--- src/hdl/assert_macros.svh ---
// Assertion macros shared by the tokenizer RTL.
// Included by modules that carry concurrent checks; no other dependencies.
`ifndef ASSERT_MACROS_SVH
`define ASSERT_MACROS_SVH

// Check that holds on every rising clock edge outside reset.
`define ASSERT_ALWAYS(label, clk, rstn, prop, msg) \
    label: assert property (@(posedge clk) disable iff (!(rstn)) (prop)) else $error(msg);

// Check of an implication, same or next cycle written into the property.
`define ASSERT_IMPLY(label, clk, rstn, ante, cons, msg) \
    label: assert property (@(posedge clk) disable iff (!(rstn)) (ante) |-> (cons)) \
        else $error(msg);

// Check of a consequence in the cycle after the antecedent.
`define ASSERT_NEXT(label, clk, rstn, ante, cons, msg) \
    label: assert property (@(posedge clk) disable iff (!(rstn)) (ante) |=> (cons)) \
        else $error(msg);

`endif

--- src/hdl/cltok_pkg.sv ---
// Shared types and character codes for the line and word tokenizer.
// No dependencies; imported by cltok_core, cltok_obuf and the top level.
`default_nettype none

package cltok_pkg;

    localparam logic [7:0] CH_NUL   = 8'h00;
    localparam logic [7:0] CH_TAB   = 8'h09;
    localparam logic [7:0] CH_LF    = 8'h0A;
    localparam logic [7:0] CH_CR    = 8'h0D;
    localparam logic [7:0] CH_SPACE = 8'h20;
    localparam logic [7:0] CH_QUOTE = 8'h22;
    localparam logic [7:0] CH_COMMA = 8'h2C;
    localparam logic [7:0] CH_SEMI  = 8'h3B;

    localparam int unsigned LEN_SAT = 255;
    localparam int unsigned LNUM_W  = 24;

    // One result beat.
    typedef struct packed {
        logic              char_valid;
        logic [7:0]        word_char;
        logic              word_end;
        logic [7:0]        word_length;
        logic              line_end;
        logic              line_overflow;
        logic              end_of_data;
        logic [LNUM_W-1:0] line_number;
    } res_t;

    // Result handed from the tokenizer core to the output buffer.
    typedef struct packed {
        logic valid;
        res_t res;
    } push_t;

endpackage

`default_nettype wire

--- src/hdl/cltok_core.sv ---
// Tokenizer state registers and the combinational next-state / result logic.
// Depends on cltok_pkg and assert_macros.svh.
`default_nettype none
`include "assert_macros.svh"

module cltok_core #(
    parameter int unsigned LINE_LIMIT       = 256,
    parameter int unsigned WORD_LIMIT       = 255,
    parameter int unsigned LINE_NUMBER_BITS = 24
) (
    input  wire logic           aclk,
    input  wire logic           aresetn,
    input  wire logic           accept,
    input  wire logic [7:0]     data_byte,
    input  wire logic           end_of_file,
    output cltok_pkg::push_t    push
);
    import cltok_pkg::*;

    localparam int unsigned LEN_W = $clog2(LINE_LIMIT + 1);
    localparam int unsigned WC_W  = $clog2(WORD_LIMIT + 1);

    logic                        quotes_reg, quotes_next;
    logic                        swallow_reg, swallow_next;
    logic                        comment_reg, comment_next;
    logic [LEN_W-1:0]            llen_reg, llen_next;
    logic [WC_W-1:0]             wcnt_reg, wcnt_next;
    logic                        ovf_reg, ovf_next;
    logic                        lsp_reg, lsp_next;
    logic [LINE_NUMBER_BITS-1:0] ctr_reg, ctr_next;

    logic        finish;
    logic        eod;
    logic        is_sep;
    logic        is_eol;
    logic [31:0] wcnt_ext;
    logic [31:0] ctr_ext;
    logic [7:0]  wlen_sat;

    assign is_sep   = (data_byte == CH_SPACE) || (data_byte == CH_COMMA)
                   || (data_byte == CH_TAB);
    assign is_eol   = (data_byte == CH_LF) || (data_byte == CH_CR);
    assign wcnt_ext = 32'(wcnt_reg);
    assign wlen_sat = (wcnt_ext > LEN_SAT) ? 8'(LEN_SAT) : wcnt_ext[7:0];
    assign ctr_ext  = 32'(ctr_next);

    always_comb begin
        quotes_next  = quotes_reg;
        swallow_next = swallow_reg;
        comment_next = comment_reg;
        llen_next    = llen_reg;
        wcnt_next    = wcnt_reg;
        ovf_next     = ovf_reg;
        lsp_next     = lsp_reg;
        ctr_next     = ctr_reg;
        finish       = 1'b0;
        eod          = 1'b0;
        push                   = '0;
        push.res.line_overflow = ovf_reg;

        if (end_of_file) begin
            swallow_next = 1'b0;
            comment_next = 1'b0;
            finish       = 1'b1;
            eod          = 1'b1;
        end else if (swallow_reg) begin
            swallow_next = 1'b0;
        end else if (comment_reg) begin
            if (is_eol || data_byte == CH_NUL) begin
                comment_next = 1'b0;
                lsp_next     = 1'b1;
                if (data_byte == CH_CR) begin
                    swallow_next = 1'b1;
                end
            end
        end else if (data_byte == CH_NUL) begin
            finish = 1'b1;
            eod    = 1'b1;
        end else begin
            if (lsp_reg) begin
                ctr_next = ctr_reg + LINE_NUMBER_BITS'(1);
                lsp_next = 1'b0;
            end
            if (is_eol) begin
                if (data_byte == CH_CR) begin
                    swallow_next = 1'b1;
                end
                if (llen_reg == '0) begin
                    lsp_next = 1'b1;
                end else begin
                    finish = 1'b1;
                end
            end else if (data_byte == CH_SEMI && llen_reg == '0) begin
                comment_next = 1'b1;
            end else if (llen_reg >= LEN_W'(LINE_LIMIT)) begin
                ovf_next = 1'b1;
            end else begin
                llen_next = llen_reg + LEN_W'(1);
                if (is_sep && !quotes_reg) begin
                    if (wcnt_reg != '0) begin
                        push.valid            = 1'b1;
                        push.res.word_end     = 1'b1;
                        push.res.word_length  = wlen_sat;
                        wcnt_next             = '0;
                    end
                end else if (data_byte == CH_QUOTE) begin
                    quotes_next = !quotes_reg;
                end else if (wcnt_reg >= WC_W'(WORD_LIMIT)) begin
                    ovf_next = 1'b1;
                end else begin
                    wcnt_next           = wcnt_reg + WC_W'(1);
                    push.valid          = 1'b1;
                    push.res.char_valid = 1'b1;
                    push.res.word_char  = data_byte;
                end
            end
        end

        if (finish) begin
            push.valid           = 1'b1;
            push.res.word_end    = (wcnt_reg != '0);
            push.res.word_length = (wcnt_reg != '0) ? wlen_sat : 8'd0;
            push.res.line_end    = (llen_reg != '0);
            push.res.end_of_data = eod;
            quotes_next = 1'b0;
            llen_next   = '0;
            wcnt_next   = '0;
            ovf_next    = 1'b0;
            lsp_next    = 1'b1;
        end

        push.res.line_number = ctr_ext[LNUM_W-1:0];
        push.valid           = push.valid & accept;
    end

    always_ff @(posedge aclk) begin
        if (!aresetn) begin
            quotes_reg  <= 1'b0;
            swallow_reg <= 1'b0;
            comment_reg <= 1'b0;
            llen_reg    <= '0;
            wcnt_reg    <= '0;
            ovf_reg     <= 1'b0;
            lsp_reg     <= 1'b1;
            ctr_reg     <= '1;
        end else if (accept) begin
            quotes_reg  <= quotes_next;
            swallow_reg <= swallow_next;
            comment_reg <= comment_next;
            llen_reg    <= llen_next;
            wcnt_reg    <= wcnt_next;
            ovf_reg     <= ovf_next;
            lsp_reg     <= lsp_next;
            ctr_reg     <= ctr_next;
        end
    end

    `ASSERT_ALWAYS(a_wcnt_limit, aclk, aresetn, wcnt_reg <= WC_W'(WORD_LIMIT), "word count over limit")
    `ASSERT_IMPLY(a_comment_empty, aclk, aresetn, comment_reg, llen_reg == '0, "comment on nonempty line")
    `ASSERT_IMPLY(a_quote_stored, aclk, aresetn, quotes_reg, llen_reg != '0, "quoting with empty line")
    `ASSERT_IMPLY(a_word_stored, aclk, aresetn, wcnt_reg != '0, llen_reg >= LEN_W'(wcnt_reg), "word longer than line")

endmodule

`default_nettype wire

--- src/hdl/cltok_obuf.sv ---
// Output register plus one skid entry for the result channel.
// Depends on cltok_pkg and assert_macros.svh.
`default_nettype none
`include "assert_macros.svh"

module cltok_obuf (
    input  wire logic              aclk,
    input  wire logic              aresetn,
    input  wire cltok_pkg::push_t  push,
    output logic                   in_ready,
    output logic                   out_valid,
    input  wire logic              out_ready,
    output cltok_pkg::res_t        out_res
);
    import cltok_pkg::*;

    logic out_valid_reg;
    logic skid_valid_reg;
    res_t out_reg;
    res_t skid_reg;

    assign in_ready  = !skid_valid_reg;
    assign out_valid = out_valid_reg;
    assign out_res   = out_reg;

    always_ff @(posedge aclk) begin
        if (!aresetn) begin
            out_valid_reg  <= 1'b0;
            skid_valid_reg <= 1'b0;
        end else if (!out_valid_reg || out_ready) begin
            if (skid_valid_reg) begin
                out_reg        <= skid_reg;
                out_valid_reg  <= 1'b1;
                skid_valid_reg <= 1'b0;
            end else begin
                out_reg       <= push.res;
                out_valid_reg <= push.valid;
            end
        end else if (push.valid) begin
            skid_reg       <= push.res;
            skid_valid_reg <= 1'b1;
        end
    end

    `ASSERT_IMPLY(a_skid_behind_out, aclk, aresetn, skid_valid_reg, out_valid_reg, "skid full with output empty")
    `ASSERT_NEXT(a_skid_fill, aclk, aresetn, out_valid_reg && !out_ready && push.valid, skid_valid_reg, "stalled beat lost")
    `ASSERT_NEXT(a_skid_drain, aclk, aresetn, skid_valid_reg && out_ready, out_valid_reg && !skid_valid_reg, "skid not drained")

endmodule

`default_nettype wire

--- src/hdl/config_text_line_word_tokenizer.sv ---
// Top level of the text line and word tokenizer.
// Depends on cltok_pkg, cltok_core and cltok_obuf.
//
// Takes one text byte per beat and turns it into at most one result beat:
// a word character, a word end with its length (saturating at 255), a line
// end, or end of data. Empty lines are dropped; a ';' as the first stored
// byte of a line makes a comment up to LF, CR or zero; a CR swallows the
// byte after it; space, comma and tab split words outside double quotes,
// and quote marks are dropped. s_end_of_file, or a zero byte that is
// neither swallowed nor in a comment, ends the text. line_number is the
// zero based physical line, low 24 bits of a LINE_NUMBER_BITS counter.
// Rate: one input beat per clock while s_ready is high. The state update
// is a single pass of logic between the state registers; a result is
// registered in the output register, or in one skid entry if m_ready stalls;
// s_ready drops only once both hold a beat.
`default_nettype none

module config_text_line_word_tokenizer #(
    parameter int unsigned LINE_LIMIT       = 256,
    parameter int unsigned WORD_LIMIT       = 255,
    parameter int unsigned LINE_NUMBER_BITS = 24
) (
    input  wire logic        aclk,
    input  wire logic        aresetn,
    // input beats
    input  wire logic        s_valid,
    output logic             s_ready,
    input  wire logic [7:0]  s_data_byte,
    input  wire logic        s_end_of_file,
    // result beats
    output logic             m_valid,
    input  wire logic        m_ready,
    output logic             m_char_valid,
    output logic [7:0]       m_word_char,
    output logic             m_word_end,
    output logic [7:0]       m_word_length,
    output logic             m_line_end,
    output logic             m_line_overflow,
    output logic             m_end_of_data,
    output logic [23:0]      m_line_number
);
    import cltok_pkg::*;

    logic  accept;
    push_t push;
    res_t  res;

    // An input beat moves when the buffer has room for its possible result.
    assign accept = s_valid && s_ready;

    cltok_core #(
        .LINE_LIMIT       (LINE_LIMIT),
        .WORD_LIMIT       (WORD_LIMIT),
        .LINE_NUMBER_BITS (LINE_NUMBER_BITS)
    ) u_core (
        .aclk        (aclk),
        .aresetn     (aresetn),
        .accept      (accept),
        .data_byte   (s_data_byte),
        .end_of_file (s_end_of_file),
        .push        (push)
    );

    cltok_obuf u_obuf (
        .aclk      (aclk),
        .aresetn   (aresetn),
        .push      (push),
        .in_ready  (s_ready),
        .out_valid (m_valid),
        .out_ready (m_ready),
        .out_res   (res)
    );

    assign m_char_valid    = res.char_valid;
    assign m_word_char     = res.word_char;
    assign m_word_end      = res.word_end;
    assign m_word_length   = res.word_length;
    assign m_line_end      = res.line_end;
    assign m_line_overflow = res.line_overflow;
    assign m_end_of_data   = res.end_of_data;
    assign m_line_number   = res.line_number;

endmodule

`default_nettype wire

--- config.mk ---
export PLATFORM = sky130hd
export DESIGN_NAME = config_text_line_word_tokenizer
export DESIGN_NICKNAME = d
export VERILOG_FILES = /design/src/hdl/cltok_pkg.sv /design/src/hdl/cltok_core.sv /design/src/hdl/cltok_obuf.sv /design/src/hdl/config_text_line_word_tokenizer.sv
export VERILOG_INCLUDE_DIRS = /design/src /design/src/hdl
export SDC_FILE = /design/constraint.sdc
export NUM_CORES = 1
export LEC_CHECK = 0
export ABC_AREA = 1
export BUFFER_PORTS_ARGS = -buffer_cell sky130_fd_sc_hd__clkbuf_2
export CAP_MARGIN = 15
export CORE_ASPECT_RATIO = 0.5
export CORE_MARGIN = 2
export CORE_UTILIZATION = 62
export CTS_BUF_LIST = sky130_fd_sc_hd__clkbuf_2
export DETAILED_ROUTE_END_ITERATION = 8
export PLACE_DENSITY = 0.87
export REMOVE_ABC_BUFFERS = 1
export SLEW_MARGIN = 20
export SYNTH_ARGS = -nofsm -noshare
export SYNTH_HDL_FRONTEND = slang
export SYNTH_SLANG_ARGS = --single-unit
--- constraint.sdc ---
create_clock -name aclk -period 5.1 [get_ports aclk]
set_input_delay 0.255 -clock aclk [delete_from_list [all_inputs] [get_ports aclk]]
set_output_delay 0.255 -clock aclk [all_outputs]
set_load 0.01 [all_outputs]
==> results.json, run 1 <==
{
  "dieArea_um2": 11500,
  "start_util_pct": 64.2,
  "grt_first_pass_wirelength_mm": 23.8,
  "tightest_slew_ns": 0.811,
  "post_cts_resized": 0,
  "post-route-period-util_pct": 70.4,
  "ys_seq_area_share_pct": 55.5,
  "clock_sinks": 138,
  "syn_area_um2": 6600,
  "h-tree-depth": 4,
  "ir_drop_uv": 135,
  "regToRegSetupSlack_ns": 1.51,
  "p_int_mw": 1.64,
  "clkTransAtPathRegs_ns": 0.20,
  "rsz0062_at_grt": "false",
  "vias_per_cell": 5.46,
  "finalMaxSlewViolations": 0,
  "combPwrFrac_pct": 16.1,
  "gp_congestion": 0.895,
  "ant_nets": 0,
  "port_buffers": 59,
  "final_core_util_pct": 72.1,
  "drive_above_1_share_pct": 17.2,
  "p_total_mw": 2.39,
  "ios": 60,
  "wl_mm": 14.1,
  "status": "finished, final reports clean",
  "diodes": 0,
  "cts_buffers": 17,
  "p_switching_mw": 0.743,
  "ys_warn_count": 0,
  "finalClockSkew_ns": 0.0424,
  "setup_slack_ns": 1.51,
  "whs_ns": 0.176,
  "cts_tree": "done",
  "stdcell_count": 981,
  "mostFrequentLayoutCells": "268 x nand2_1, 90 x edfxtp_1, 77 x nor2_1",
  "swShare_pct": 31.1,
  "pwr_density_cell_nw_per_um2": 322,
  "dpl-instance-area_um2": 7010,
  "num_vias": 5354,
  "core_area_um2": 10300,
  "antenna_found_initial": 0,
  "grt_max_degree": 50,
  "synthToLayoutAreaGrowth_pct": 12.2,
  "num_rows": 26,
  "leakage_nw": 3.28,
  "clockBufferDepth": 2,
  "p_clk_share_pct": 28.5,
  "nets": 846,
  "cp.required_ns": 5.54,
  "critPathMaxFanout": 45,
  "critPathKind": "flip-flop to flip-flop",
  "slew_headroom_pct": 45.8,
  "wl_per_cell_um": 14.3,
  "final_hold_viol_count": 0,
  "grt_usage_pct": 26.2,
  "setup_viol": 0,
  "pwr-share-seq_pct": 55.4,
  "grt_pass1_vias": 5215,
  "period_needed_ns": 3.59,
  "drt_first_pass_iters": 5,
  "drv_cap": 0,
  "fmax_mhz": 278,
  "synthDistinctLibCells": 36,
  "place_ws_ns": 1.57,
  "drc": 0,
  "die_w_um": 150,
  "die_y_um": 77.0,
  "clock_latency_ns": 0.75,
  "synthCells": 756,
  "post-route-cell-area_um2": 7410,
  "drt_iter0_markers": 353,
  "root_buffer": "clkbuf_2",
  "ys_ff_latch": 138,
  "crit_path_end_kind": "flip-flop",
  "numPlacedInstances": 934,
  "tns_ns": 0,
  "final_common_cell": "nand2_1",
  "dp_hpwl_mm": 9.24,
  "worstSetupStartpointType": "flip-flop",
  "syn_avg_cell_area_um2": 8.74,
  "grt_overflow": 0,
  "arrival_ns": 4.04,
  "min-delay-path-class": "primary input to flip-flop"
}
[power groups by stage]
stage	Sequential [mW]	Clock, mW	Combinational [mW]
6_report	1.32	0.680	0.385
5_1_grt	1.33	0.734	0.434
4_1_cts	1.32	0.685	0.382
3_5_place_dp	1.34	0	0.370
3_3_place_gp	1.34	0	0.355
2_1_floorplan	1.36	0	0.237
[worst max-delay path: stages, from the launching register on]
cell	delay, ns
dfxtp_1	0.38
inv_4	0.36
nand2_2	0.43
nor2_1	0.51
nand3_1	0.15
nand2_2	0.19
nand2_2	0.18
nor2_4	0.66
buf_4	0.41
[Yosys cell counts (all sizes together)]
| master | count | area [um^2] |
|---|---|---|
| nand2 | 282 | 1100 |
| edfxtp | 90 | 2700 |
| nor2 | 90 | 380 |
| inv | 55 | 209 |
| dfxtp | 48 | 961 |
| a21oi | 38 | 194 |
| nand3 | 36 | 215 |
| xor2 | 18 | 158 |
| nand4 | 17 | 119 |
| o21ai | 16 | 83.8 |
| buf | 13 | 71.3 |
| clkbuf | 13 | 48.8 |
| xnor2 | 13 | 151 |
| nor3 | 12 | 70.1 |
| ha | 5 | 62.6 |
| nor4 | 3 | 18.8 |
| o211ai | 3 | 22.5 |
| nand3b | 2 | 15.0 |
| a21boi | 1 | 11.3 |
| o22ai | 1 | 6.26 |
[repair_timing]
action,4_1_cts,5_1_grt
hold buffers,15,0
buffers inserted,0,0
endpoints found under the setup margin,0,0
hold endpoints to repair,31,0
[cell families after synthesis]
kind of cell,share of synthesized area [%]
AOI/OAI and AO/OA,4.81
xor gates and xnor gates,4.68
and+or+nand+nor,29.1
DFF,55.5
buffers and inverters,4.98
adders and majority gates,0.947
[routing by layer]
layer / global-route usage [%] / up-vias / wire length (um)
met2: 42.4 / 202 / 6550
met3: 6.31 / 31 / 933
met5: 0 / - / 0
met1: 34.3 / 2514 / 6320
met4: 10.5 / 0 / 249
li1: - / 2607 / -
[worst paths after layout]
kind / from / endpoint / depth (start not counted)
max: u_obuf.skid_valid_reg$_SDFFE_PP0P_ / u_obuf.skid_reg[19]$_DFFE_PP_ / 8
min: s_valid / u_core.ctr_reg[7]$_SDFFE_PN1P_ / 4
max reg2reg: u_obuf.skid_valid_reg$_SDFFE_PP0P_ / u_obuf.skid_reg[19]$_DFFE_PP_ / 8
min reg2reg: u_core.ovf_reg$_SDFFE_PN0P_ / u_obuf.skid_reg[25]$_DFFE_PP_ / 0
[area by class of cell]
| type | instances | area, um^2 |
|---|---|---|
| Sequential cell | 138 | 3660 |
| Fill cell | 742 | 2870 |
| Multi-Input combinational cell | 537 | 2630 |
| Timing Repair Buffer | 79 | 483 |
| Inverter | 55 | 209 |
| Tap cell | 140 | 175 |
| Clock inverter | 15 | 165 |
| Clock buffer | 17 | 85.1 |
No activity file was read; power rests on OpenSTA's default activity.
==> run 2: changes to the inputs <==
Settings changed: ABC_AREA 1 to 0, CORE_UTILIZATION 62 to 61, PLACE_DENSITY 0.87 to 0.86.
Clock period 5.1 ns to 3.7 ns, I/O delays scaled along.
==> run 2 against run 1 <==
Clock skew decreased by 0.015 ns. Power increased by 32%. Routed wire length decreased by 5.6%. Highest routed layer unchanged. Non-clock buffer count increased by 2. Sequential share of layout area increased by 1.9 points. Critical path type unchanged. Via count decreased by 14%. First-iteration DRC count increased by 3.7%. Global-route usage decreased by 1.9 points. Largest power group unchanged. Synthesized area decreased by 3.4%. Sequential power increased by 38%. Flip-flop and latch count unchanged.
==> results.json, run 2 <==
{
  "final_common_cell": "edfxtp_1",
  "post-route-cell-area_um2": 7140,
  "fmax_mhz": 309,
  "drc": 0,
  "reg2reg_depth": 9,
  "syn_area_um2": 6380,
  "cts_buffers": 17,
  "period_needed_ns": 3.24,
  "setup_viol": 0,
  "wl_mm": 13.3,
  "swShare_pct": 29.2,
  "ys_warn_count": 0,
  "ir_drop_uv": 183,
  "die_y_um": 76.3,
  "ys_seq_area_share_pct": 57.4,
  "core_area_um2": 10200,
  "leakage_nw": 2.59,
  "min-delay-start": "s_data_byte[7]",
  "grt_overflow": 0,
  "dieArea_um2": 11300,
  "synthDistinctLibCells": 52,
  "antenna_found_initial": 0,
  "tns_ns": 0,
  "grt_max_degree": 46,
  "p_int_mw": 2.22,
  "whs_endpoint": "u_obuf.skid_reg[43]$_DFFE_PP_",
  "path_cells": "inv_1, ha_1, nor4b_1, o211a_1, o31ai_4, o21ai_2, nor2_1, and3_2, buf_4",
  "setup_slack_ns": 0.464,
  "synthArstFlopShare_pct": 0,
  "grt_first_pass_wirelength_mm": 21.5,
  "root_buffer": "clkbuf_2",
  "vias_per_cell": 5.86,
  "clock_sinks": 138,
  "combPwrFrac_pct": 17.2,
  "start_util_pct": 62.6,
  "drive_above_1_share_pct": 22.6,
  "rsz0062_at_grt": "false",
  "cts_setup_buffers": 0,
  "cp.required_ns": 4.05,
  "numPlacedInstances": 737,
  "ys_ff_latch": 138,
  "synth_common_cells": "90 x edfxtp_1, 60 x nand2_1, 48 x dfxtp_1, 41 x mux2_2, 39 x nor2_1",
  "wl_per_cell_um": 16.9,
  "clkTransAtPathRegs_ns": 0.19,
  "die_w_um": 149,
  "gp_congestion": 0.883,
  "dpl-instance-area_um2": 6800,
  "p_clk_share_pct": 24.8,
  "clock_latency_ns": 0.69,
  "synthToLayoutAreaGrowth_pct": 11.9,
  "r2r-start": "u_core.llen_reg[0]$_SDFFE_PN0P_",
  "dp_hpwl_mm": 8.64,
  "ios": 60,
  "crit_path_end_kind": "flip-flop",
  "arrival_ns": 3.59,
  "synth_ff_type": "edfxtp_1",
  "ys_top_cells_by_area": "edfxtp_1 42%, dfxtp_1 15%, mux2_2 7.2%",
  "syn_avg_cell_area_um2": 11.4,
  "stdcell_count": 783,
  "whs_path_depth": 3,
  "critPathMaxFanout": 29,
  "finalClockSkew_ns": 0.0269,
  "synth_top_area_share_pct": 42.4,
  "final_hold_viol_count": 0,
  "ant_nets": 0,
  "regToRegSetupSlack_ns": 0.46,
  "p_total_mw": 3.14,
  "num_rows": 26,
  "crit_slowest_cell": "o31ai_4",
  "grt_usage_pct": 24.3,
  "pwr-share-seq_pct": 58.0,
  "diodes": 0,
  "yosys.area.top_type": "edfxtp_1",
  "finalMaxSlewViolations": 0,
  "cp_top_family": "compound AO/OA/AOI/OAI gates",
  "critPathKind": "flip-flop to flip-flop",
  "reg2reg_to": "u_obuf.skid_reg[33]$_DFFE_PP_",
  "worstSetupStartpointType": "flip-flop",
  "drt_iter0_markers": 366,
  "port_buffers": 59,
  "pwr_density_cell_nw_per_um2": 440,
  "drt_first_pass_iters": 5,
  "tightest_slew_ns": 0.723,
  "nets": 648,
  "min-delay-path-class": "primary input to flip-flop",
  "drv_cap": 0,
  "place_ws_ns": 0.587,
  "slew_headroom_pct": 51.4,
  "status": "finished, final reports clean",
  "yosysMostFrequentCell": "edfxtp_1",
  "synthCells": 559,
  "post-route-period-util_pct": 87.5,
  "cpPeakStageDelay_ns": 0.50,
  "grt_pass1_vias": 4381,
  "synth_edf_count": 90,
  "num_vias": 4590,
  "mostFrequentLayoutCells": "90 x edfxtp_1, 77 x clkbuf_2, 60 x nand2_1",
  "cts_tree": "done",
  "clockBufferDepth": 2,
  "h-tree-depth": 4,
  "p_switching_mw": 0.917,
  "cp.buffers_inverters": 2
}
==> run 2: worst reg2reg max path, stage by stage (launching register included) <==
cell,delay (ns)
dfxtp_1,0.42
inv_1,0.10
ha_1,0.20
nor4b_1,0.18
o211a_1,0.18
o31ai_4,0.50
o21ai_2,0.23
nor2_1,0.42
and3_2,0.30
buf_4,0.37
==> run 2: cell families after synthesis <==
family	Yosys count	share of synthesized area (%)
AO/OA/AOI/OAI	60	7.02
multiplexers	43	7.55
adder cells (fa/ha/maj)	5	0.981
AND/OR/NAND/NOR	219	17.4
buffers and inverters	44	2.73
flip-flops	138	57.4
XOR/XNOR	50	6.87
==> run 2: power by group through the flow <==
stage / Combinational (mW) / Clock (mW) / Sequential (mW)
after global routing: 0.589 / 0.857 / 1.83
final: 0.540 / 0.779 / 1.82
after floorplan: 0.337 / 0 / 1.87
after CTS: 0.536 / 0.787 / 1.82
after detailed placement: 0.520 / 0 / 1.85
after global placement: 0.500 / 0 / 1.85
==> run 2: area by class of cell <==
| type | count | area, um^2 |
|---|---|---|
| fill | 698 | 3050 |
| clock buffer | 18 | 90.1 |
| inverter | 15 | 56.3 |
| timing repair buffer | 81 | 495 |
| clock inverter | 14 | 106 |
| sequential | 138 | 3660 |
| multi-input combinational | 377 | 2550 |
| tap | 140 | 175 |
==> run 2: worst max path at each step <==
stage	from	end	slack, ns	depth (start not counted)
after detailed placement	s_data_byte[0]	u_obuf.skid_reg[14]$_DFFE_PP_	0.59	8
after global routing	u_core.llen_reg[0]$_SDFFE_PN0P_	u_obuf.skid_reg[44]$_DFFE_PP_	0.27	9
final	u_core.llen_reg[0]$_SDFFE_PN0P_	u_obuf.skid_reg[33]$_DFFE_PP_	0.46	9
after floorplan	u_core.llen_reg[0]$_SDFFE_PN0P_	u_obuf.skid_reg[0]$_DFFE_PP_	0.33	8
after CTS	u_core.llen_reg[0]$_SDFFE_PN0P_	u_obuf.skid_reg[33]$_DFFE_PP_	0.51	9
after global placement	s_data_byte[0]	u_obuf.skid_reg[14]$_DFFE_PP_	0.68	8
==> run 2: metal layers <==
metal	wire [um]	track usage [%]	part of all wire [%]	vias up
li1	-	-	-	2188
met1	5760	31.5	43	2225
met2	6450	40.1	49	152
met3	785	6.23	5.9	25
met4	267	8.57	2.0	0
met5	0	0	0	-
==> run 2: metrics by stage <==
| step | utilization [%] | hold WS (ns) |
|---|---|---|
| final | 70.1 | 0.418 |
| after global routing | 70.1 | 0.398 |
| after CTS | 70.1 | 0.378 |
| after detailed placement | 66.8 | 0.462 |
| after global placement | 66.8 | 0.433 |
| after floorplan | - | 0.247 |
==> run 2: what timing repair did <==
item                                   4_1_cts  5_1_grt
hold buffers                                14        0
endpoints found under the hold margin       18        0
resized for setup                            0        0
==> run 3: changes to the inputs <==
Settings changed: CELL_PAD_IN_SITES_DETAIL_PLACEMENT set to 2, CELL_PAD_IN_SITES_GLOBAL_PLACEMENT set to 2, CORE_UTILIZATION 61 to 41, GPL_TIMING_DRIVEN set to 0.
==> run 3 against run 2 <==
Non-clock buffer count decreased by 9. Sequential share of layout area decreased by 1.3 points. Cell count increased by 7.2%. Clock skew increased by 0.034 ns. Largest power group unchanged. Highest routed layer unchanged.
==> results.json, run 3 (same netlist as run 2, synthesis figures left out) <==
{
  "drt_first_pass_iters": 6,
  "nets": 639,
  "die_w_um": 180,
  "synthToLayoutAreaGrowth_pct": 14.8,
  "stdcell_count": 839,
  "rsz0062_at_grt": "false",
  "n_fill_cell": 1547,
  "final_common_cell": "edfxtp_1",
  "grt_first_pass_wirelength_mm": 35.5,
  "clock_sinks": 138,
  "ant_nets": 0,
  "finalMaxSlewViolations": 0,
  "ir_drop_uv": 337,
  "leakage_nw": 2.63,
  "drive_above_1_share_pct": 23.2,
  "crit_path_end_kind": "flip-flop",
  "grt_pass1_vias": 5554,
  "ios": 60,
  "fmax_mhz": 290,
  "grt_max_degree": 44,
  "cts_buffers": 17,
  "status": "finished, final reports clean",
  "mostFrequentLayoutCells": "90 x edfxtp_1, 78 x clkbuf_2, 60 x nand2_1",
  "final_hold_viol_count": 0,
  "numPlacedInstances": 796,
  "post-route-period-util_pct": 93.2,
  "arrival_ns": 3.93,
  "worstSetupStartpointType": "flip-flop",
  "root_buffer": "clkbuf_2",
  "num_vias": 5084,
  "cts_tree": "done",
  "period_needed_ns": 3.45,
  "port_buffers": 59,
  "wl_mm": 23.0,
  "gp_congestion": 0.785,
  "wl_per_cell_um": 27.4,
  "core_area_um2": 15300,
  "setup_slack_ns": 0.252,
  "place_ws_ns": 0.128,
  "cts_setup_buffers": 0,
  "vias_per_cell": 6.06,
  "pwr_density_cell_nw_per_um2": 507,
  "clockBufferDepth": 2,
  "clkTransAtPathRegs_ns": 0.23,
  "antenna_found_initial": 1,
  "clock_latency_ns": 0.81,
  "p_total_mw": 3.71,
  "start_util_pct": 41.7,
  "drt_iter0_markers": 387,
  "min-delay-path-class": "primary input to flip-flop",
  "finalClockSkew_ns": 0.0614,
  "critPathKind": "flip-flop to flip-flop",
  "grt_overflow": 0,
  "use_met2_pct": 52.4,
  "drv_cap": 0,
  "die_y_um": 92.2,
  "cp.required_ns": 4.18,
  "num_rows": 32,
  "dieArea_um2": 16600,
  "grt_usage_pct": 28.5,
  "grtUsageMet1_pct": 32.1,
  "slew_headroom_pct": 30.6,
  "h-tree-depth": 4,
  "dp_hpwl_mm": 12.5,
  "tightest_slew_ns": 1.04,
  "critPathMaxFanout": 31,
  "post-route-cell-area_um2": 7320,
  "dpl-instance-area_um2": 6890,
  "busiest_layer": "met2",
  "use_met3_pct": 5.20,
  "setup_viol": 0,
  "drc": 0
}
-- run 3: changes by cell type in the layout (fill, tap and decap cells not counted), moves of 3 or more --
cell	change
dlygate4sd3_1	-4
clkinv_2	-3
bufinv_16	+4
clkinv_1	-4
buf_4	-8
-- run 3: what timing repair did --
action | 4_1_cts | 5_1_grt
setup endpoints to repair | 1 | 45
resized for setup | 1 | 2
gates cloned | 0 | 0
hold buffers | 10 | 0
pin swaps | 0 | 0
endpoints found under the hold margin | 22 | 0
-- run 3: layout make-up --
| cell class | count | area (um^2) | share of cell area [%] |
|---|---|---|---|
| Antenna cell | 1 | 2.50 | 0.0342 |
| Clock buffer | 19 | 95.1 | 1.30 |
| Clock inverter | 13 | 216 | 2.96 |
| Inverter | 15 | 58.8 | 0.804 |
| Multi-Input combinational cell | 377 | 2560 | 35.0 |
| Sequential cell | 138 | 3660 | 50.1 |
| Tap cell | 204 | 255 | 3.49 |
| Timing Repair Buffer | 72 | 463 | 6.33 |
-- run 3: final timing paths --
kind | start | end | slack (ns) | cells past startpoint
max | u_core.llen_reg[0]$_SDFFE_PN0P_ | u_obuf.skid_reg[9]$_DFFE_PP_ | 0.25 | 9
min | s_valid | u_core.llen_reg[0]$_SDFFE_PN0P_ | 0.1 | 4
max reg2reg | u_core.llen_reg[0]$_SDFFE_PN0P_ | u_obuf.skid_reg[9]$_DFFE_PP_ | 0.25 | 9
min reg2reg | u_core.llen_reg[1]$_SDFFE_PN0P_ | u_core.llen_reg[1]$_SDFFE_PN0P_ | 0.53 | 2
-- run 3: critical path, stage by stage (launching register included) --
cell,delay (ns)
dfxtp_1,0.43
inv_1,0.10
ha_1,0.21
nor4b_2,0.20
o211a_1,0.19
o31ai_4,0.56
o21ai_2,0.26
nor2_1,0.36
and3_2,0.53
buf_12,0.28
-- run 3: power by group --
part / switching [mW] / internal [mW]
Clock: 0.721 / 0.526
Combinational: 0.397 / 0.230
Sequential: 0.0759 / 1.76
Total: 1.19 / 2.52
-- run 3: per-layer routing --
layer  up-vias  wire, um
met1      2652      9190
met2       187     11900
met5         -         0
met4         0      1010
met3        78       885
li1       2167         -
-- run 3: through the flow --
step	util (%)	hold WS (ns)	setup TNS, ns
6_report	47.8	0.0978	0
5_1_grt	47.8	0.0858	0
4_1_cts	47.8	0.0777	0
3_5_place_dp	45.0	0.469	0
3_3_place_gp	44.5	0.431	-71.27
2_1_floorplan	-	0.247	0
